<file path="src/design/dtg_pkg.sv">
package dtg_pkg;

    localparam int unsigned PHASE_MODULUS   = 8000;
    localparam int unsigned COS_TABLE_DEPTH = 2000;
    localparam int unsigned PHASE_W         = 13;
    localparam int unsigned WEIGHT_W        = 17;
    localparam int unsigned CFG_INDEX_W     = 2;

    // The table address is phase >> ADDR_SHIFT, as PHASE_MODULUS is four times COS_TABLE_DEPTH.
    localparam int unsigned ADDR_SHIFT  = 2;
    localparam int unsigned QUARTER_MAX = COS_TABLE_DEPTH / 4;
    localparam int unsigned QIDX_W      = 9;

    localparam longint unsigned HALF_PI_Q30 = 64'd1686629713;
    localparam longint          ONE_Q30     = 64'sd1073741824;

    localparam logic [WEIGHT_W-1:0] WEIGHT_ONE   = 17'd65536;
    localparam logic [WEIGHT_W-1:0] WEIGHT_RESET = 17'd32768;

    // Configuration register indexes.
    localparam logic [CFG_INDEX_W-1:0] REG_NOISE_ENABLE = 2'd0;
    localparam logic [CFG_INDEX_W-1:0] REG_NOISE_WEIGHT = 2'd1;

    // Result status codes.
    localparam logic [1:0] STATUS_OK       = 2'd0;
    localparam logic [1:0] STATUS_BAD_LOAD = 2'd1;
    localparam logic [1:0] STATUS_BAD_KEY  = 2'd2;

    // Input command codes.
    localparam logic CMD_LOAD = 1'b0;
    localparam logic CMD_TICK = 1'b1;

    // Row frequencies first, then column frequencies.
    localparam logic [PHASE_W-1:0] TONE_FREQ [8] = '{
        13'd697, 13'd770, 13'd852, 13'd941, 13'd1209, 13'd1336, 13'd1477, 13'd1633
    };

    localparam longint unsigned TAYLOR_DIV [7] = '{
        64'd2, 64'd12, 64'd30, 64'd56, 64'd90, 64'd132, 64'd182
    };

    typedef logic signed [15:0] cos_table_t [QUARTER_MAX + 1];

    typedef struct packed {
        logic       known;
        logic [1:0] row;
        logic [1:0] col;
    } key_map_t;

    // One classified request passed from the front part to the back part.
    typedef struct packed {
        logic                tone_on;
        logic                mix;
        logic [1:0]          status;
        logic [PHASE_W-1:0]  row_phase;
        logic [PHASE_W-1:0]  col_phase;
        logic signed [15:0]  noise;
    } job_t;

    function automatic key_map_t key_decode(input logic [7:0] key);
        key_map_t m;
        m = '{known: 1'b1, row: 2'd0, col: 2'd0};
        unique case (key)
            "1": begin m.row = 2'd0; m.col = 2'd0; end
            "2": begin m.row = 2'd0; m.col = 2'd1; end
            "3": begin m.row = 2'd0; m.col = 2'd2; end
            "A": begin m.row = 2'd0; m.col = 2'd3; end
            "4": begin m.row = 2'd1; m.col = 2'd0; end
            "5": begin m.row = 2'd1; m.col = 2'd1; end
            "6": begin m.row = 2'd1; m.col = 2'd2; end
            "B": begin m.row = 2'd1; m.col = 2'd3; end
            "7": begin m.row = 2'd2; m.col = 2'd0; end
            "8": begin m.row = 2'd2; m.col = 2'd1; end
            "9": begin m.row = 2'd2; m.col = 2'd2; end
            "C": begin m.row = 2'd2; m.col = 2'd3; end
            "*": begin m.row = 2'd3; m.col = 2'd0; end
            "0": begin m.row = 2'd3; m.col = 2'd1; end
            "#": begin m.row = 2'd3; m.col = 2'd2; end
            "D": begin m.row = 2'd3; m.col = 2'd3; end
            default: m.known = 1'b0;
        endcase
        return m;
    endfunction

    // Quarter-wave cosine in Q15, from a truncating Q30 Taylor series.
    function automatic logic signed [15:0] quarter_cos(input longint unsigned n);
        longint unsigned x;
        longint unsigned x2;
        longint unsigned term;
        longint          sum;
        x    = HALF_PI_Q30 * n / COS_TABLE_DEPTH;
        x2   = (x * x) >> 30;
        term = longint'(ONE_Q30);
        sum  = ONE_Q30;
        for (int k = 0; k < 7; k++) begin
            term = term * x2 / TAYLOR_DIV[k];
            if ((k % 2) == 0)
                sum = sum - longint'(term);
            else
                sum = sum + longint'(term);
        end
        if (sum < 0)
            sum = 0;
        if (sum > ONE_Q30)
            sum = ONE_Q30;
        return 16'((sum * 32767 + ONE_Q30 / 2) / ONE_Q30);
    endfunction

    // Entry j holds the quarter wave at n = 4*j, the only points that table addresses reach.
    function automatic cos_table_t build_cos_table();
        cos_table_t t;
        for (int j = 0; j <= int'(QUARTER_MAX); j++)
            t[j] = quarter_cos(longint'(j) * 4);
        return t;
    endfunction

endpackage

</file>
<file path="src/design/dtg_front.sv">
module dtg_front (
    input  logic                   clk,
    input  logic                   rst_n,
    input  logic                   push,
    input  logic                   command,
    input  logic [31:0]            event_start,
    input  logic [31:0]            event_end,
    input  logic [7:0]             key_char,
    input  logic signed [15:0]     noise_value,
    input  logic                   queue_full,
    output logic                   queue_push,
    output dtg_pkg::job_t          queue_job
);

    logic [31:0]                 sample_index_reg;
    logic [31:0]                 window_begin_reg;
    logic [31:0]                 window_finish_reg;
    logic [7:0]                  window_key_reg;
    logic [dtg_pkg::PHASE_W-1:0] tone_phase_reg  [8];
    logic [dtg_pkg::PHASE_W-1:0] tone_phase_next [8];

    logic              accept;
    logic              is_tick;
    logic              in_window;
    logic              bad_load;
    dtg_pkg::key_map_t key_map;
    dtg_pkg::job_t     job;

    assign accept    = push && !queue_full;
    assign is_tick   = (command == dtg_pkg::CMD_TICK);
    assign bad_load  = (event_start > event_end);
    assign in_window = (sample_index_reg >= window_begin_reg) &&
                       (sample_index_reg < window_finish_reg);
    assign key_map   = dtg_pkg::key_decode(window_key_reg);

    always_comb
    begin
        job = '0;
        if (is_tick)
        begin
            job.row_phase = tone_phase_reg[{1'b0, key_map.row}];
            job.col_phase = tone_phase_reg[{1'b1, key_map.col}];
            job.noise     = noise_value;
            if (in_window && !key_map.known)
            begin
                job.status = dtg_pkg::STATUS_BAD_KEY;
            end
            else
            begin
                job.tone_on = in_window;
                job.mix     = 1'b1;
            end
        end
        else
        begin
            job.status = bad_load ? dtg_pkg::STATUS_BAD_LOAD : dtg_pkg::STATUS_OK;
        end
    end

    // Each accumulator stays below the sample rate, so one conditional subtract wraps it.
    always_comb
    begin
        for (int k = 0; k < 8; k++)
        begin
            logic [dtg_pkg::PHASE_W:0] sum;
            sum = {1'b0, tone_phase_reg[k]} + {1'b0, dtg_pkg::TONE_FREQ[k]};
            if (sum >= (dtg_pkg::PHASE_W + 1)'(dtg_pkg::PHASE_MODULUS))
                sum = sum - (dtg_pkg::PHASE_W + 1)'(dtg_pkg::PHASE_MODULUS);
            tone_phase_next[k] = sum[dtg_pkg::PHASE_W-1:0];
        end
    end

    always_ff @(posedge clk or negedge rst_n)
    begin
        if (!rst_n)
        begin
            sample_index_reg  <= '0;
            window_begin_reg  <= '0;
            window_finish_reg <= '0;
            window_key_reg    <= '0;
            for (int k = 0; k < 8; k++)
                tone_phase_reg[k] <= '0;
        end
        else if (accept)
        begin
            if (is_tick)
            begin
                sample_index_reg <= sample_index_reg + 32'd1;
                for (int k = 0; k < 8; k++)
                    tone_phase_reg[k] <= tone_phase_next[k];
            end
            else if (!bad_load)
            begin
                window_begin_reg  <= event_start;
                window_finish_reg <= event_end;
                window_key_reg    <= key_char;
            end
        end
    end

    assign queue_push = accept;
    assign queue_job  = job;

    a_index_advances: assert property (@(posedge clk) disable iff (!rst_n)
        (accept && is_tick) |=> (sample_index_reg == $past(sample_index_reg) + 32'd1))
        else $error("sample index did not advance on a tick");

    a_phase_in_range: assert property (@(posedge clk) disable iff (!rst_n)
        (tone_phase_reg[0] < (dtg_pkg::PHASE_W)'(dtg_pkg::PHASE_MODULUS)) &&
        (tone_phase_reg[7] < (dtg_pkg::PHASE_W)'(dtg_pkg::PHASE_MODULUS)))
        else $error("phase accumulator left its range");

endmodule

</file>
<file path="config.mk">
export PLATFORM = sky130hd
export DESIGN_NAME = dtg_front
export DESIGN_NICKNAME = d
export VERILOG_FILES = /design/src/design/dtg_pkg.sv /design/src/design/dtg_front.sv
export SDC_FILE = /design/constraint.sdc
export NUM_CORES = 1
export LEC_CHECK = 0
export ABC_AREA = 0
export BUFFER_PORTS_ARGS = -buffer_cell sky130_fd_sc_hd__buf_2
export CAP_MARGIN = 20
export CELL_PAD_IN_SITES_DETAIL_PLACEMENT = 0
export CELL_PAD_IN_SITES_GLOBAL_PLACEMENT = 1
export CORE_AREA = 2 2 182 184
export DETAILED_ROUTE_END_ITERATION = 10
export DIE_AREA = 0 0 184 186
export HOLD_SLACK_MARGIN = 0.03
export PLACE_DENSITY_LB_ADDON = 0.1
export SETUP_SLACK_MARGIN = 0.02
export SLEW_MARGIN = 10
export SYNTH_ARGS = -nofsm -noshare
export SYNTH_HDL_FRONTEND = slang
export SYNTH_SLANG_ARGS = --single-unit
</file>
<file path="constraint.sdc">
create_clock -name clk -period 4 [get_ports clk]
set_input_delay 0.2 -clock clk [delete_from_list [all_inputs] [get_ports clk]]
set_output_delay 0.2 -clock clk [all_outputs]
set_load 0.05 [all_outputs]
</file>
# --- After elaboration in Yosys (flattened, before gate mapping) ---
# Index checks and enable logic that the tools add are counted.
totals:
  output_inout_bits: 47
  in_bits: 93
  reg_bits: 208
  word_cells: 92
classes:
  n_lt_le_gt_ge: 13
  n_reduce_logical: 8
  bitwise_logic: 4
  addsub: 17
  eq_ne: 16
  muxes: 22
ops:
  columns: ["operator", "n"]
  rows:
  - ["13-bit two-way mux", 12]
  - ["14-bit by 13-bit >= comparator with 1-bit output, second input constant", 8]
  - ["13-bit subtractor, second input constant", 8]
  - ["8-bit by 6-bit equality test with 1-bit output, second input constant", 12]
  - ["13-bit binary-select mux with 3-bit select", 2]
  - ["4-bit case mux with 15 select lines", 1]
  - ["13-bit by 10-bit adder with 14-bit output, second input constant", 4]
  - ["13-bit by 11-bit adder with 14-bit output, second input constant", 4]
  - ["42-bit two-way mux", 1]
  - ["32-bit by 1-bit adder with 32-bit output, second input constant", 1]
  - ["8-bit by 7-bit equality test with 1-bit output, second input constant", 4]
  - ["32-bit >= comparator", 1]
  - ["32-bit greater-than comparator", 1]
  - ["32-bit < comparator", 1]
  - ["16-bit OR reduction", 1]
  - ["4-bit >= comparator, second input constant", 2]
  - ["2-bit two-way mux", 4]
  - ["2-bit inverter with 4-bit output", 1]
  - ["3-bit inverter with 4-bit output", 1]
  - ["1-bit logical AND", 3]
  - ["3-bit AND reduction", 1]
  - ["1-bit logical NOT", 2]
  - ["1-bit two-way mux", 2]
  - ["1-bit inverter", 2]
  - ["2-bit AND reduction", 1]

# --- Logic depth before layout (Yosys ltp) ---
logic_depth:
  word_depth: 7
  ltp_mapped: 13
  depth_no_buf: 13

# --- Worst setup path after synthesis ---
# Ideal clock, no wire load.
synth_timing:
  path_type: "reg2out"
  from: "register sample_index_reg[17]"
  to: "output queue_job[43] in the netlist's numbering"
  path_buffers: 0
  stages_incl_launch_ff: 10
  arrival_time_ps: 3226
  required_ps: 3800
  setup_slack_ps: 574
  path_cell_list: "dfrtp_1 -> ha_1 -> a21o_1 -> a21o_1 -> a21o_1 -> a211oi_1 -> o221ai_1 -> o21bai_1 -> or3_1 -> nor3b_1"
synth_rtl:
  columns: ["element", "line_no", "source"]
  rows:
  - ["start: declaration", "dtg_front.sv:15", "logic [31:0] sample_index_reg;"]
  - ["start signal: assignment", "dtg_front.sv:88", "sample_index_reg <= sample_index_reg + 32'd1;"]
  - ["end: declaration", "dtg_front.sv:12", "output dtg_pkg::job_t queue_job"]

==> results.sh <==
export IMPL_status="finished, final reports clean"
export IMPL_hold_viol_final=0
export IMPL_cp_data_arrival_time_ns=3.38
export IMPL_clk_latency_ns=0.53
export IMPL_async_flop_share_pct=100.0
export IMPL_synth_main_ff_cell="dfrtp_1"
export IMPL_crit_required_ns=3.80
export IMPL_drtPass1Iterations=5
export IMPL_vias_per_cell=5.564
export IMPL_antenna_found_initial=0
export IMPL_diodes=0
export IMPL_netSwitchingPower_mw=5.405
export IMPL_ir_drop_mv=0.4813
export IMPL_slew_viol_final=0
export IMPL_drtAntennaViolNets=0
export IMPL_routed_wl_met2_um=18180
export IMPL_met3WireLength_um=1197
export IMPL_numCtsBuffers=26
export IMPL_synth_seq_cells=202
export IMPL_power_frac_seq_pct=34.1
export IMPL_maxCapViolCount=0
export IMPL_rsz0062_at_grt="false"
export IMPL_rows=66
export IMPL_clockRootBuffer="clkbuf_16"
export IMPL_largest_reg_flops=98
export IMPL_reg2reg_from="tone_phase_reg[2]$_DFFE_PN0P_"
export IMPL_worst_setup_path_type="flop to primary output"
export IMPL_p_clk_share_pct=20.1
export IMPL_fin_nets=2040
export IMPL_holdCritPathClass="input port to async pin"
export IMPL_syn_to_final_growth_pct=17.23
export IMPL_synth_top_family_by_area="simple AND/OR/NAND/NOR gates"
export IMPL_synth_xor_area_share_pct=7.148
export IMPL_synth_compound_area_share_pct=16.92
export IMPL_power_frac_comb_pct=45.8
export IMPL_critPathTopFamily="simple AND/OR/NAND/NOR gates"
export IMPL_reg2reg_slack_ns=0.54
export IMPL_final_setup_viol_count=0
export IMPL_boundaryPins=140
export IMPL_final_min_clock_period_ns=3.585
export IMPL_synthAdderAreaFrac_pct=10.21
export IMPL_cp_num_buf_inv=2
export IMPL_nFillCells=2909
export IMPL_slowest_stage="or4b_1"
export IMPL_synth_warnings=0
export IMPL_end_kind="primary output"
export IMPL_syn_area_um2=14950
export IMPL_path_cells="or4b_1 -> nor2_1 -> nand2_1 -> a21oi_1 -> o21ai_0 -> nand2_1 -> buf_4 -> mux2i_1 -> o22ai_1 -> buf_2"
export IMPL_grt_pass1_wl_um=63930
export IMPL_multi_input_area_um2=9032
export IMPL_route_detailed_drc=0
export IMPL_postLayoutCoreUtil_pct=54.41
export IMPL_place_hpwl_um=27570
export IMPL_path_clk_slew_ns=0.06
export IMPL_drt_iter0_drc=576
export IMPL_yosys_area_share_simple_pct=17.28
export IMPL_fp_dieW_um=184
export IMPL_p_per_area_nw_per_um2=680.8
export IMPL_grt_overflow_total=0
export IMPL_synthMuxAreaShare_pct=8.739
export IMPL_dieArea_um2=34220
export IMPL_crit_top_cell="nand2_1"
export IMPL_leakage_nw=8.171
export IMPL_synthCells=1663
export IMPL_synth_area_per_cell_um2=8.989
export IMPL_cts_sink_count=202
export IMPL_relSlewSlack_pct=36.30
export IMPL_grt_pass1_vias=12420
export IMPL_critPathMaxFanout=22
export IMPL_syn_num_nets=1878
export IMPL_die_y_um=186
export IMPL_switching_share_pct=45.31
export IMPL_routabilityCongestion=0.8585
export IMPL_core_area_um2=32210
export IMPL_grt_usage_pct=22.91
export IMPL_finalCritPeriodShare_pct=89.62
export IMPL_m1WireLength_um=18500
export IMPL_cp_start_kind="flop"
export IMPL_wl_per_cell_um=17.18
export IMPL_routed_top_layer="met4"
export IMPL_wl_um=38650
export IMPL_p_int_mw=6.525
export IMPL_cts_tree="yes"
export IMPL_regArea_um2=5055
export IMPL_ys_seq_area_share_pct=33.82
export IMPL_fin_skew_ns=0.01197
export IMPL_port_buffers=139
export IMPL_fin_tns_setup_ns=0
export IMPL_drive_gt1_share_pct=14.50
export IMPL_synth_edf_count=0
export IMPL_ys_types=87
export IMPL_worstReg2RegEnd="tone_phase_reg[9]$_DFFE_PN0P_"
export IMPL_cpPeakStageDelay_ns=0.62
export IMPL_reg2reg_depth=11
export IMPL_clockBufferDepth=3
export IMPL_cts_max_level=1
export IMPL_grt_max_degree=104
export IMPL_fmax_mhz=278.9
export IMPL_vias=12520
export IMPL_initial_core_util_pct=46.41
export IMPL_tightest_slew_ns=0.9554
==> layer usage <==
layer  GRT usage, %  vias up
met3          2.250       58
li1               -     6292
met4          5.376        0
met5              0        -
met1          31.52     5949
met2          38.96      220
==> layout make-up <==
cell class / count / share of cell area (%)
inverter: 131 / 2.806
multi-input combinational: 1236 / 51.54
tap: 408 / 2.913
timing repair buffer: 228 / 8.946
clock inverter: 11 / 0.7711
clock buffer: 34 / 4.177
sequential: 202 / 28.84
==> worst max-delay path by stage <==
| stage | start | cells after the start | slack, ns | end |
|---|---|---|---|---|
| after floorplan | sample_index_reg[17]$_DFFE_PN0P_ | 9 | 0.57 | queue_job[43] |
| after global placement | window_key_reg[4]$_DFFE_PN0P_ | 9 | 0.70 | queue_job[21] |
| after detailed placement | tone_phase_reg[2]$_DFFE_PN0P_ | 11 | 0.65 | tone_phase_reg[9]$_DFFE_PN0P_ |
| after CTS | window_key_reg[4]$_DFFE_PN0P_ | 9 | 0.09 | queue_job[22] |
| after global routing | sample_index_reg[17]$_DFFE_PN0P_ | 10 | 0.16 | queue_job[43] |
| final | window_key_reg[4]$_DFFE_PN0P_ | 10 | 0.42 | queue_job[33] |
==> cells in the final DEF, fill, tap and decap left out, types with 10 or more instances in the layout <==
cell type / Yosys / layout
dlygate4sd3_1: 0 / 73
inv_1: 131 / 131
xnor2_1: 76 / 76
buf_4: 0 / 15
nor2_1: 89 / 89
a21o_1: 38 / 38
a211oi_1: 13 / 13
o21a_1: 11 / 11
or3_1: 14 / 14
mux2i_1: 81 / 81
nand3_1: 41 / 41
o21ai_0: 54 / 54
a21oi_1: 77 / 77
and2_1: 29 / 29
nor4_1: 12 / 12
a31oi_1: 19 / 19
and4_1: 12 / 12
o22ai_1: 28 / 28
buf_2: 16 / 138
nor2b_1: 11 / 11
clkbuf_16: 0 / 27
and3_1: 13 / 13
nand2_1: 153 / 152
a211o_1: 10 / 10
mux2_2: 44 / 44
nand4_1: 37 / 37
o211ai_1: 13 / 13
dfrtp_1: 202 / 202
xor2_1: 46 / 46
nand2b_1: 23 / 23
ha_1: 122 / 122
nor3_1: 27 / 27
==> power by group through the flow <==
stage | clock network [mW] | logic, mW | registers, mW
finish | 2.40 | 5.46 | 4.07
global route | 2.55 | 6.18 | 4.25
CTS | 2.47 | 5.46 | 4.06
detailed placement | 0 | 5.37 | 4.09
global placement | 0 | 5.31 | 4.09
floorplan | 0 | 4.92 | 3.21
==> cell families after synthesis <==
kind of cell,Yosys count
AOI/OAI and AO/OA,366
muxes,125
xor gates and xnor gates,122
adders and majority gates,122
and+or+nand+nor,501
DFF,202
buffers and inverters,225
==> metrics by stage <==
step                      cells  instance area [um2]  setup WS (ns)  hold WS, ns  power, mW
after floorplan            1663                14950         0.5737     -0.09559      8.129
after CTS                  2246                17490        0.08797       0.2704      11.99
after global placement     2128                15900         0.6972       0.3559      9.403
after detailed placement   2128                15900         0.6483       0.3688      9.460
after global routing       2250                17520         0.1570       0.3394      12.98
final                      2250                17520         0.4151       0.2817      11.93
==> cells in the mapped netlist (all sizes together), types with 13 or more instances <==
| cell type | instances | area [um2] |
|---|---|---|
| a211oi | 13 | 97.59 |
| a21o | 38 | 285.3 |
| a21oi | 79 | 402.9 |
| a31oi | 20 | 140.1 |
| and2 | 29 | 181.4 |
| and3 | 15 | 96.34 |
| buf | 28 | 140.1 |
| clkbuf | 66 | 249.0 |
| dfrtp | 202 | 5055 |
| ha | 122 | 1526 |
| inv | 131 | 491.7 |
| mux2 | 44 | 495.5 |
| mux2i | 81 | 810.8 |
| nand2 | 153 | 574.3 |
| nand2b | 23 | 143.9 |
| nand3 | 41 | 205.2 |
| nand4 | 37 | 231.5 |
| nor2 | 89 | 334.1 |
| nor3 | 28 | 145.1 |
| o211ai | 13 | 97.59 |
| o21ai | 59 | 310.3 |
| o22ai | 28 | 175.2 |
| or3 | 14 | 87.58 |
| xnor2 | 76 | 665.6 |
| xor2 | 46 | 402.9 |
==> timing repair <==
action,4_1_cts,5_1_grt
hold buffers,73,0
buffers inserted,0,4
endpoints found under the setup margin,0,7
hold endpoints to repair,172,0
gates resized for setup,0,0
Note: power is estimated with default switching activity, not from simulation.
