### src/design/dtg_pkg.sv
package dtg_pkg;

    localparam int unsigned PHASE_MODULUS   = 8000;
    localparam int unsigned COS_TABLE_DEPTH = 2000;
    localparam int unsigned PHASE_W         = 13;
    localparam int unsigned WEIGHT_W        = 17;
    localparam int unsigned CFG_INDEX_W     = 2;

    // The table address is phase >> ADDR_SHIFT, as PHASE_MODULUS is four times COS_TABLE_DEPTH.
    localparam int unsigned ADDR_SHIFT  = 2;
    localparam int unsigned QUARTER_MAX = COS_TABLE_DEPTH / 4;
    localparam int unsigned QIDX_W      = 9;

    localparam longint unsigned HALF_PI_Q30 = 64'd1686629713;
    localparam longint          ONE_Q30     = 64'sd1073741824;

    localparam logic [WEIGHT_W-1:0] WEIGHT_ONE   = 17'd65536;
    localparam logic [WEIGHT_W-1:0] WEIGHT_RESET = 17'd32768;

    // Configuration register indexes.
    localparam logic [CFG_INDEX_W-1:0] REG_NOISE_ENABLE = 2'd0;
    localparam logic [CFG_INDEX_W-1:0] REG_NOISE_WEIGHT = 2'd1;

    // Result status codes.
    localparam logic [1:0] STATUS_OK       = 2'd0;
    localparam logic [1:0] STATUS_BAD_LOAD = 2'd1;
    localparam logic [1:0] STATUS_BAD_KEY  = 2'd2;

    // Input command codes.
    localparam logic CMD_LOAD = 1'b0;
    localparam logic CMD_TICK = 1'b1;

    // Row frequencies first, then column frequencies.
    localparam logic [PHASE_W-1:0] TONE_FREQ [8] = '{
        13'd697, 13'd770, 13'd852, 13'd941, 13'd1209, 13'd1336, 13'd1477, 13'd1633
    };

    localparam longint unsigned TAYLOR_DIV [7] = '{
        64'd2, 64'd12, 64'd30, 64'd56, 64'd90, 64'd132, 64'd182
    };

    typedef logic signed [15:0] cos_table_t [QUARTER_MAX + 1];

    typedef struct packed {
        logic       known;
        logic [1:0] row;
        logic [1:0] col;
    } key_map_t;

    // One classified request passed from the front part to the back part.
    typedef struct packed {
        logic                tone_on;
        logic                mix;
        logic [1:0]          status;
        logic [PHASE_W-1:0]  row_phase;
        logic [PHASE_W-1:0]  col_phase;
        logic signed [15:0]  noise;
    } job_t;

    function automatic key_map_t key_decode(input logic [7:0] key);
        key_map_t m;
        m = '{known: 1'b1, row: 2'd0, col: 2'd0};
        unique case (key)
            "1": begin m.row = 2'd0; m.col = 2'd0; end
            "2": begin m.row = 2'd0; m.col = 2'd1; end
            "3": begin m.row = 2'd0; m.col = 2'd2; end
            "A": begin m.row = 2'd0; m.col = 2'd3; end
            "4": begin m.row = 2'd1; m.col = 2'd0; end
            "5": begin m.row = 2'd1; m.col = 2'd1; end
            "6": begin m.row = 2'd1; m.col = 2'd2; end
            "B": begin m.row = 2'd1; m.col = 2'd3; end
            "7": begin m.row = 2'd2; m.col = 2'd0; end
            "8": begin m.row = 2'd2; m.col = 2'd1; end
            "9": begin m.row = 2'd2; m.col = 2'd2; end
            "C": begin m.row = 2'd2; m.col = 2'd3; end
            "*": begin m.row = 2'd3; m.col = 2'd0; end
            "0": begin m.row = 2'd3; m.col = 2'd1; end
            "#": begin m.row = 2'd3; m.col = 2'd2; end
            "D": begin m.row = 2'd3; m.col = 2'd3; end
            default: m.known = 1'b0;
        endcase
        return m;
    endfunction

    // Quarter-wave cosine in Q15, from a truncating Q30 Taylor series.
    function automatic logic signed [15:0] quarter_cos(input longint unsigned n);
        longint unsigned x;
        longint unsigned x2;
        longint unsigned term;
        longint          sum;
        x    = HALF_PI_Q30 * n / COS_TABLE_DEPTH;
        x2   = (x * x) >> 30;
        term = longint'(ONE_Q30);
        sum  = ONE_Q30;
        for (int k = 0; k < 7; k++) begin
            term = term * x2 / TAYLOR_DIV[k];
            if ((k % 2) == 0)
                sum = sum - longint'(term);
            else
                sum = sum + longint'(term);
        end
        if (sum < 0)
            sum = 0;
        if (sum > ONE_Q30)
            sum = ONE_Q30;
        return 16'((sum * 32767 + ONE_Q30 / 2) / ONE_Q30);
    endfunction

    // Entry j holds the quarter wave at n = 4*j, the only points that table addresses reach.
    function automatic cos_table_t build_cos_table();
        cos_table_t t;
        for (int j = 0; j <= int'(QUARTER_MAX); j++)
            t[j] = quarter_cos(longint'(j) * 4);
        return t;
    endfunction

endpackage

### src/design/dtg_queue.sv
module dtg_queue (
    input  logic          clk,
    input  logic          rst_n,
    input  logic          push,
    input  dtg_pkg::job_t push_job,
    input  logic          pop,
    output logic          full,
    output logic          valid,
    output dtg_pkg::job_t head_job
);

    dtg_pkg::job_t entry_reg [2];
    logic          wr_ptr_reg;
    logic          rd_ptr_reg;
    logic [1:0]    count_reg;
    logic [1:0]    count_next;

    assign full     = (count_reg == 2'd2);
    assign valid    = (count_reg != 2'd0);
    assign head_job = entry_reg[rd_ptr_reg];

    always_comb
    begin
        count_next = count_reg;
        if (push && !pop)
            count_next = count_reg + 2'd1;
        else if (pop && !push)
            count_next = count_reg - 2'd1;
    end

    always_ff @(posedge clk or negedge rst_n)
    begin
        if (!rst_n)
        begin
            wr_ptr_reg <= 1'b0;
            rd_ptr_reg <= 1'b0;
            count_reg  <= 2'd0;
        end
        else
        begin
            if (push)
                wr_ptr_reg <= !wr_ptr_reg;
            if (pop)
                rd_ptr_reg <= !rd_ptr_reg;
            count_reg <= count_next;
        end
    end

    always_ff @(posedge clk)
    begin
        if (push)
            entry_reg[wr_ptr_reg] <= push_job;
    end

    a_no_pop_when_empty: assert property (@(posedge clk) disable iff (!rst_n)
        pop |-> valid)
        else $error("job queue popped while empty");

endmodule

### config.mk
export PLATFORM = sky130hd
export DESIGN_NAME = dtg_queue
export DESIGN_NICKNAME = d
export VERILOG_FILES = /design/src/design/dtg_pkg.sv /design/src/design/dtg_queue.sv
export SDC_FILE = /design/constraint.sdc
export NUM_CORES = 1
export LEC_CHECK = 0
export BUFFER_PORTS_ARGS = -buffer_cell sky130_fd_sc_hd__buf_2
export CAP_MARGIN = 0
export CORE_MARGIN = 5
export CORE_UTILIZATION = 38
export DETAILED_ROUTE_END_ITERATION = 8
export SETUP_SLACK_MARGIN = 0.05
export SLEW_MARGIN = 20
export SYNTH_ARGS = -nofsm -noshare
export SYNTH_HDL_FRONTEND = slang
export SYNTH_SLANG_ARGS = --single-unit
### constraint.sdc
create_clock -name clk -period 4.9 [get_ports clk]
set_input_delay 0.735 -clock clk [delete_from_list [all_inputs] [get_ports clk]]
set_output_delay 0.735 -clock clk [all_outputs]
set_load 0.01 [all_outputs]
# Word-level counts from Yosys, hierarchy flattened
# Memory sizes are Yosys's and may differ from the RTL's.
# Index checks and enable logic that the tools add are counted.
# W data, S select, Z words.
# op_classes
n_mux	4
add_sub_neg	2
eq_ne	1
n_reduce_logical	8
# ops
cell	n
$logic_not A1 Y1	4
$mux W2	2
$reduce_bool A2 Y1	2
$add A2 B1 Y2 const B	1
$eq A2 B2 Y1 const B	1
$logic_and A1 B1 Y1	2
$mux W1	2
$sub A2 B1 Y2 const B	1
# totals
reg_bits	4
mem_bits_rw	92
word_cells	19
out_inout_bits	48
n_memories	1
input_bits	50
# mem_list
memory	words	word_bits	read_ports	rd_ports_with_merged_regs	wr	line	source
entry_reg	2	46	1	0	1	dtg_queue.sv:12	dtg_pkg::job_t entry_reg [2];

# Logic depth before layout (Yosys ltp)
# Gate-level depths: netlist of run 1.
# logic_depth
ltp_word	4
mapped_depth	5
mapped_depth_nobuf	5

# Least setup slack after synthesis of run 1
# No wires, ideal clock.
# synth_timing
path_type	in2reg
start	input push
end	memory entry_reg[0][0] in the netlist's numbering (enable)
setup_slack_ns	1.664
setup_ns	0.455
arrival_time_ns	2.781
stages	1
required_ns	4.445
n_path_buf	0
cell_sequence	nor2b_1
# synth_via
elab_chain_len	2
# synth_rtl
element	line	source
from (decl)	dtg_queue.sv:4	input logic push,
$mux W1	dtg_queue.sv:51	if (push)
$mux W1 (implied by the code)	dtg_queue.sv:52	entry_reg[wr_ptr_reg] <= push_job;
to (decl)	dtg_queue.sv:12	
# Every way passes these cells.

==> results.cfg, run 1 <==
[status]
run_status = finished clean

[die]
dieArea_mm2 = 0.01161
die_x_um = 107.8
core_mm2 = 0.009284
die_h_um = 107.8
ios = 98
initial_core_util_pct = 39.12
rows = 35

[route]
vias_per_cell = 4.401
drtPass1Iterations = 4
vias = 1756
drc = 0
wl_um = 6211
wl_per_cell_um = 15.57
drtAntennaViolNets = 0
drtIter0Drc = 78

[global_routing]
grt_antenna_before_repair = 0
grt-ovfl-total = 0
grt_max_degree = 32
grt_pass1_vias = 1884
grt_pass1_wl_um = 9542
grtUsageTotal_pct = 10.90

[finish]
drive_gt1_share_pct = 60.74
fin_nets = 316
largest_reg_flops = 92
antennaDiodeCount = 0
area_growth_pct = 22.49
fill_cells = 807

[critical_path]
cp.required_ps = 4160
rr_startpoint = wr_ptr_reg
worstReg2RegEnd = entry_reg[0][17]
crit_arrival_ps = 2170
worstRegToRegCells = 2
critPathKind = reg -> out
r2r_slack_ps = 3170
crit_path_start_kind = flip-flop
path_max_fanout = 29
end_kind = primary output

[timing]
max_freq_mhz = 344.6
finalMaxSlewViolations = 0
fin_ws_ps = 1998
finalHoldViolations = 0
skew_ps = 4.410
max_slew_margin_pct = 60.85
rsz0062_at_grt = no
setup_violations = 0
period_share_pct = 59.22
tightest_slew_ps = 587.2
final.setup.tns_ps = 0
layout_min_cycle_time_ps = 2902

[placement]
dp_hpwl_um = 4177
gp_congestion = 0.6985
pre_cts_ws_ps = 2301
placement.io_buffers = 97

[pwr]
leakage_nw = 1.759
power_density_mw_per_mm2 = 540.5
ir_drop_uv = 250.2
power_mw = 2.405

[job]
max_cap_viol_count = 0

[synthesis]
syn_area_mm2 = 0.003632
syn_area_per_cell_um2 = 22.84
synthDistinctLibCells = 14
synthCells = 159
synth_seq_cells = 96
yosysSeqAreaShare_pct = 78.82
ys.warnings.count = 0
synth_fp_nets = 210

[hold_path]
min_path_type = in -> async

[clock_tree]
htree_num_levels = 3
cts_tree = yes
clk_path_buf_depth = 2
post-cts-setup-buffers = 0
cts_resized = 0
clk_pin_slew_ps = 80
hold_buffers = 0
clock-sinks = 96
cts_buffers = 9
clock_latency_ps = 340
cts_root_buffer = clkbuf_8
[synthesized netlist by cell type (all sizes together)]
| master | n | share of area [%] |
|---|---|---|
| xnor2 | 1 | 0.24 |
| dfrtp | 4 | 2.8 |
| ha | 1 | 0.34 |
| inv | 1 | 0.10 |
| edfxtp | 92 | 76 |
| xor2 | 4 | 0.96 |
| nor2b | 2 | 0.34 |
| nor2 | 1 | 0.10 |
| or2 | 1 | 0.17 |
| and2 | 1 | 0.17 |
| buf | 5 | 1.4 |
| mux2 | 46 | 17 |
[worst max path at each step]
stage                    start               to  slack (ps)  cells after the start
floorplan                 push  entry_reg[0][0]        1660                      1
global placement    rd_ptr_reg     head_job[28]        2300                      3
detailed placement  rd_ptr_reg     head_job[38]        2300                      3
CTS                 rd_ptr_reg     head_job[38]        1910                      3
global route        rd_ptr_reg     head_job[38]        1850                      3
finish              rd_ptr_reg     head_job[29]        2000                      3
[where the power goes]
group	switching (mW)	internal, mW
sequential	0.0834	1.09
combinational	0.357	0.390
clock	0.251	0.234
total	0.691	1.71
[layer usage]
| layer | up-vias | wire length (µm) | global-route usage, % |
|---|---|---|---|
| li1 | 832 | - | - |
| met3 | 10 | 557 | 4.319 |
| met4 | 0 | 110 | 4.599 |
| met5 | - | 0 | 0 |
| met1 | 840 | 2737 | 13.72 |
| met2 | 74 | 2805 | 16.70 |
[layout by cell type (no fill, tap or decap), types with 2 or more instances in the layout]
cell | netlist | layout
mux2_4 | 30 | 30
clkbuf_8 | 0 | 9
dfrtp_1 | 4 | 3
buf_2 | 1 | 97
clkinv_2 | 0 | 2
mux2_2 | 16 | 16
buf_4 | 0 | 3
xor2_1 | 4 | 4
edfxtp_1 | 92 | 92
[stage by stage]
stage | util, % | cells | hold WS (ps) | cell area [µm²]
after global placement | 45.90 | 383 | 466.5 | 4262
after floorplan | - | 159 | 439.4 | 3632
final | 47.92 | 399 | 192.9 | 4449
after global routing | 47.92 | 399 | 165.7 | 4449
after detailed placement | 45.90 | 383 | 475.0 | 4262
after CTS | 47.92 | 399 | 174.0 | 4449
[cells by family (layout without fill, tap and decap cells)]
logic type	count (synthesis)	count (layout)	share of synthesized area (%)
mux	46	46	17.36
xor+xnor	5	5	1.206
simple gates	5	5	0.7923
flops	96	96	78.82
fa+ha+maj	1	1	0.3444
buf+inv	6	117	1.481
[layout make-up]
type	instances	area [µm²]	share of cell area [%]
clock buffer	10	127.6	2.868
timing repair buffer	100	508.0	11.42
multi-input combinational	57	724.4	16.28
sequential	96	2864	64.37
clock inverter	6	60.06	1.350
inverter	1	3.754	0.08436
tap	129	161.4	3.628
[critical path, stage by stage, from the launching register on]
cell and delay, ps:
dfrtp_2 750, buf_4 520, mux2_2 400, buf_2 140
(Power assumes the default switching activity.)
==> inputs of run 2 (changes only) <==
==> constraint.sdc (replaced) <==
create_clock -name clk -period 2.65 [get_ports clk]
set_input_delay 0.3975 -clock clk [delete_from_list [all_inputs] [get_ports clk]]
set_output_delay 0.3975 -clock clk [all_outputs]
set_load 0.01 [all_outputs]
==> results.cfg, run 2 (synthesis gave the netlist of run 1 again) <==
[job]
max_cap_viol_count = 0

[timing]
whs_ps = 231.2
tightest_slew_ps = 552.3
max_slew_margin_pct = 63.18
finalMaxSlewViolations = 0
period_share_pct = 84.56
setup_violations = 0
rsz0062_at_grt = no
layout_min_cycle_time_ps = 2241
max_freq_mhz = 446.3
final.setup.tns_ps = 0
skew_ps = 8.014
finalHoldViolations = 0

[clock_tree]
post-cts-setup-buffers = 0
clock-sinks = 96
clk_path_buf_depth = 2
cts_resized = 0
clk_pin_slew_ps = 90
cts_root_buffer = clkbuf_8
htree_num_levels = 3
cts_buffers = 9
cts_tree = yes
clock_latency_ps = 350

[critical_path]
critPathKind = reg -> out
path_cells = buf_12 -> mux2_2 -> buf_2
crit_path_start_kind = flip-flop
end_kind = primary output
cp_top_family = flip-flops
cp.required_ps = 2250
slowest_delay_ps = 710
path_max_fanout = 21
slowest_stage = dfrtp_2
crit_arrival_ps = 1840
critPathBufInv = 2

[global_routing]
grt_antenna_before_repair = 0
grt_pass1_vias = 1864
grtUsageTotal_pct = 10.76
grt-ovfl-total = 0
grt_max_degree = 26
grt_pass1_wl_um = 9563

[route]
wl_per_cell_um = 15.28
vias_per_cell = 4.435
vias = 1783
drtIter0Drc = 27
drtAntennaViolNets = 0
wl_um = 6141
drtPass1Iterations = 3
drc = 0

[die]
die_h_um = 107.8
die_x_um = 107.8
initial_core_util_pct = 39.12
rows = 35
core_mm2 = 0.009284
dieArea_mm2 = 0.01161
ios = 98

[placement]
dp_hpwl_um = 4336
placement.io_buffers = 97
place_inst = 385
gp_congestion = 0.7094
dpl_cell_area_mm2 = 0.004302

[pwr]
p_sw_share_pct = 28.79
p_seq_share_pct = 47.9
pwr-share-clk_pct = 20.3
p_int_mw = 3.217
net-switching-power_mw = 1.301
pwr-share-comb_pct = 31.8
ir_drop_uv = 422.6
power_density_mw_per_mm2 = 1002
leakage_nw = 1.791

[finish]
fin_nets = 319
area_growth_pct = 24.08
stdcell_count = 402
final_common_cell = buf_2
antennaDiodeCount = 0
stdcell_area_mm2 = 0.004507
fill_cells = 834
layout.area.seq_mm2 = 0.002864
drive_gt1_share_pct = 61.54
largest_reg_flops = 92
final_cell_mix = 97 x buf_2, 92 x edfxtp_1, 30 x mux2_4, 16 x mux2_2, 9 x clkbuf_8
multi_input_area_um2 = 724.4

[hold_path]
min_path_type = in -> reg

[status]
run_status = finished clean
## run 2: changes by cell type in the layout (fill, tap and decap cells not counted), sizes merged
cell         before  now
clkinv            4    5
buf             100  102
inv               1    2
clkinvlp          1    0
clkbuf           10    9
dlygate4sd3       0    1
## run 2: routing by layer
metal	vias up	part of all wire, %	GRT usage [%]	routed length (µm)
li1	836	-	-	-
met1	864	44	13.61	2703
met2	72	46	16.47	2834
met3	11	8.2	4.559	502
met4	0	1.6	3.968	101
met5	-	0	0	0
## run 2: power by group through the flow
stage | combinational [mW] | sequential [mW] | clock [mW]
2_1_floorplan | 1.04 | 2.12 | 0
3_3_place_gp | 1.47 | 2.19 | 0
3_5_place_dp | 1.48 | 2.20 | 0
4_1_cts | 1.48 | 2.17 | 0.954
5_1_grt | 1.55 | 2.20 | 1.02
6_report | 1.44 | 2.16 | 0.917
## run 2: final timing paths
path / depth (start not counted) / from / endpoint / slack, ps
min reg2reg: 1 / count_reg[1] / count_reg[1] / 500
max reg2reg: 2 / wr_ptr_reg / entry_reg[1][45] / 1120
min: 1 / push_job[20] / entry_reg[0][20] / 230
min in group asynchronous: 2 / rst_n / count_reg[1] / 390
max: 3 / rd_ptr_reg / head_job[39] / 410
max in group asynchronous: 2 / rst_n / rd_ptr_reg / 2110
## run 2: through the flow
stage	setup WS [ps]	utilization, %	power [mW]
after floorplan	609.6	-	3.160
after global placement	778.8	46.33	3.662
after detailed placement	765.6	46.33	3.679
after CTS	372.1	48.54	4.604
after global routing	315.3	48.54	4.762
final	409.2	48.54	4.517
## run 2: timing repair
item / CTS / global route
hold buffers: 1 / 0
hold endpoints to repair: 4 / 0
setup endpoints to repair: 0 / 0
## run 2: area by class of cell
cell class,instances,share of cell area (%)
clock inverter,7,1.582
multi-input combinational,57,16.07
timing repair buffer,103,12.38
clock buffer,9,2.748
inverter,1,0.08329
tap,129,3.581
sequential,96,63.55
==> inputs of run 3 (changes only) <==
==> constraint.sdc (replaced) <==
create_clock -name clk -period 2.3 [get_ports clk]
set_input_delay 0.345 -clock clk [delete_from_list [all_inputs] [get_ports clk]]
set_output_delay 0.345 -clock clk [all_outputs]
set_load 0.01 [all_outputs]
==> results.cfg, run 3 (synthesis gave the netlist of run 1 again) <==
[finish]
layout.area.seq_mm2 = 0.002864
area_growth_pct = 23.73
drive_gt1_share_pct = 60.58
multi_input_area_um2 = 724.4
final_common_cell = buf_2
antennaDiodeCount = 0
fill_cells = 827
largest_reg_flops = 92
final_cell_mix = 97 x buf_2, 92 x edfxtp_1, 30 x mux2_4, 16 x mux2_2, 9 x clkbuf_8
stdcell_area_mm2 = 0.004494
fin_nets = 320

[placement]
dp_hpwl_um = 4585
gp_congestion = 0.6967
placement.io_buffers = 97
dpl_cell_area_mm2 = 0.004297

[pwr]
pwr-share-clk_pct = 19.9
p_seq_share_pct = 46.7
leakage_nw = 1.785
pwr-share-comb_pct = 33.4
net-switching-power_mw = 1.495
p_sw_share_pct = 28.79
ir_drop_uv = 447.0
power_density_mw_per_mm2 = 1155
p_int_mw = 3.698

[timing]
max_freq_mhz = 529.9
period_share_pct = 82.05
skew_ps = 8.091
rsz0062_at_grt = no
finalHoldViolations = 0
max_slew_margin_pct = 78.04
setup_violations = 0
tightest_slew_ps = 329.4
layout_min_cycle_time_ps = 1887
final.setup.tns_ps = 0
finalMaxSlewViolations = 0

[clock_tree]
clock_latency_ps = 340
hold_buffers = 1
cts_tree = yes
post-cts-setup-buffers = 0
clk_path_buf_depth = 2
clk_pin_slew_ps = 90
htree_num_levels = 3
cts_resized = 0
cts_root_buffer = clkbuf_8
clock-sinks = 96
cts_buffers = 9

[critical_path]
end_kind = primary output
rr_startpoint = wr_ptr_reg
cp_top_family = buffers and inverters
path_max_fanout = 17
crit_arrival_ps = 1540
crit_path_start_kind = flip-flop
r2r_slack_ps = 1070
critPathKind = reg -> out
slowest_delay_ps = 390
path_cells = buf_4 -> mux2_2 -> buf_2
worstReg2RegEnd = entry_reg[1][4]
worstRegToRegCells = 2
critPathBufInv = 2
cp.required_ps = 1960
slowest_stage = dfrtp_2

[route]
drc = 0
vias_per_cell = 4.424
drtIter0Drc = 25
vias = 1783
wl_per_cell_um = 16.18
wl_um = 6521
drtAntennaViolNets = 0
drtPass1Iterations = 4

[global_routing]
grt_util_met1_pct = 13.74
grt_busiest_layer = met2
grt_max_degree = 31
grt_pass1_wl_um = 10090
grt.met2_usage_pct = 19.32
met3_usage_pct = 5.099
grtUsageTotal_pct = 11.60
grt_antenna_before_repair = 0
grt-ovfl-total = 0
grt_pass1_vias = 2007

[die]
dieArea_mm2 = 0.01161
ios = 98
core_mm2 = 0.009284
die_h_um = 107.8
initial_core_util_pct = 39.12
die_x_um = 107.8
rows = 35

[hold_path]
hold_end = entry_reg[1][35]
min_path_type = in -> reg
hold_start = push_job[35]
hold_path_depth = 1

[job]
max_cap_viol_count = 0

[status]
run_status = finished clean
## run 3: cell count changes in the layout (fill, tap and decap cells not counted)
cell / before / now
inv_6: 1 / 0
clkinv_1: 0 / 2
clkinv_2: 3 / 1
clkbuf_1: 0 / 1
buf_4: 3 / 5
buf_12: 2 / 1
## run 3: per-layer routing
metal	routed length (µm)	share of wire, %
met5	0	0
met4	19	0.29
met3	520	8.0
met2	3201	49
met1	2780	43
## run 3: power groups by stage
stage	logic, mW	clock network [mW]	registers, mW
after floorplan	1.20	0	2.44
after global placement	1.77	0	2.45
after detailed placement	1.78	0	2.47
after CTS	1.78	1.07	2.43
after global routing	1.87	1.15	2.46
final	1.74	1.03	2.43
## run 3: worst reg2reg max path: cells and delay by family, from the launching register on
family | cells | cell delay, ps
buffers and inverters | 1 | 320
DFF | 1 | 410
and+or+nand+nor | 1 | 170
## run 3: area by class of cell
| cell class | instances | share of cell area, % |
|---|---|---|
| multi-input combinational | 57 | 16.12 |
| sequential | 96 | 63.73 |
| tap | 129 | 3.591 |
| clock buffer | 10 | 2.840 |
| inverter | 1 | 0.08352 |
| clock inverter | 6 | 1.336 |
| timing repair buffer | 104 | 12.31 |
## run 3: how the worst max path moves through the flow
stage                     startpoint               to  slack, ps  cells past startpoint
final                     rd_ptr_reg     head_job[45]        410                      3
after CTS                 rd_ptr_reg     head_job[45]        370                      3
after detailed placement  rd_ptr_reg     head_job[45]        750                      3
after global routing      rd_ptr_reg     head_job[45]        310                      3
after floorplan           wr_ptr_reg  entry_reg[0][0]        270                      1
after global placement    rd_ptr_reg     head_job[36]        770                      3
## run 3: stage by stage
stage	utilization, %	instances	hold WS (ps)	setup WS [ps]	power, mW
final	48.41	403	187.9	412.8	5.193
after floorplan	-	159	49.41	270.0	3.640
after global routing	48.41	403	152.0	311.7	5.484
after detailed placement	46.28	386	161.4	752.1	4.251
after global placement	46.28	386	158.4	769.2	4.227
after CTS	48.41	403	166.2	369.5	5.289
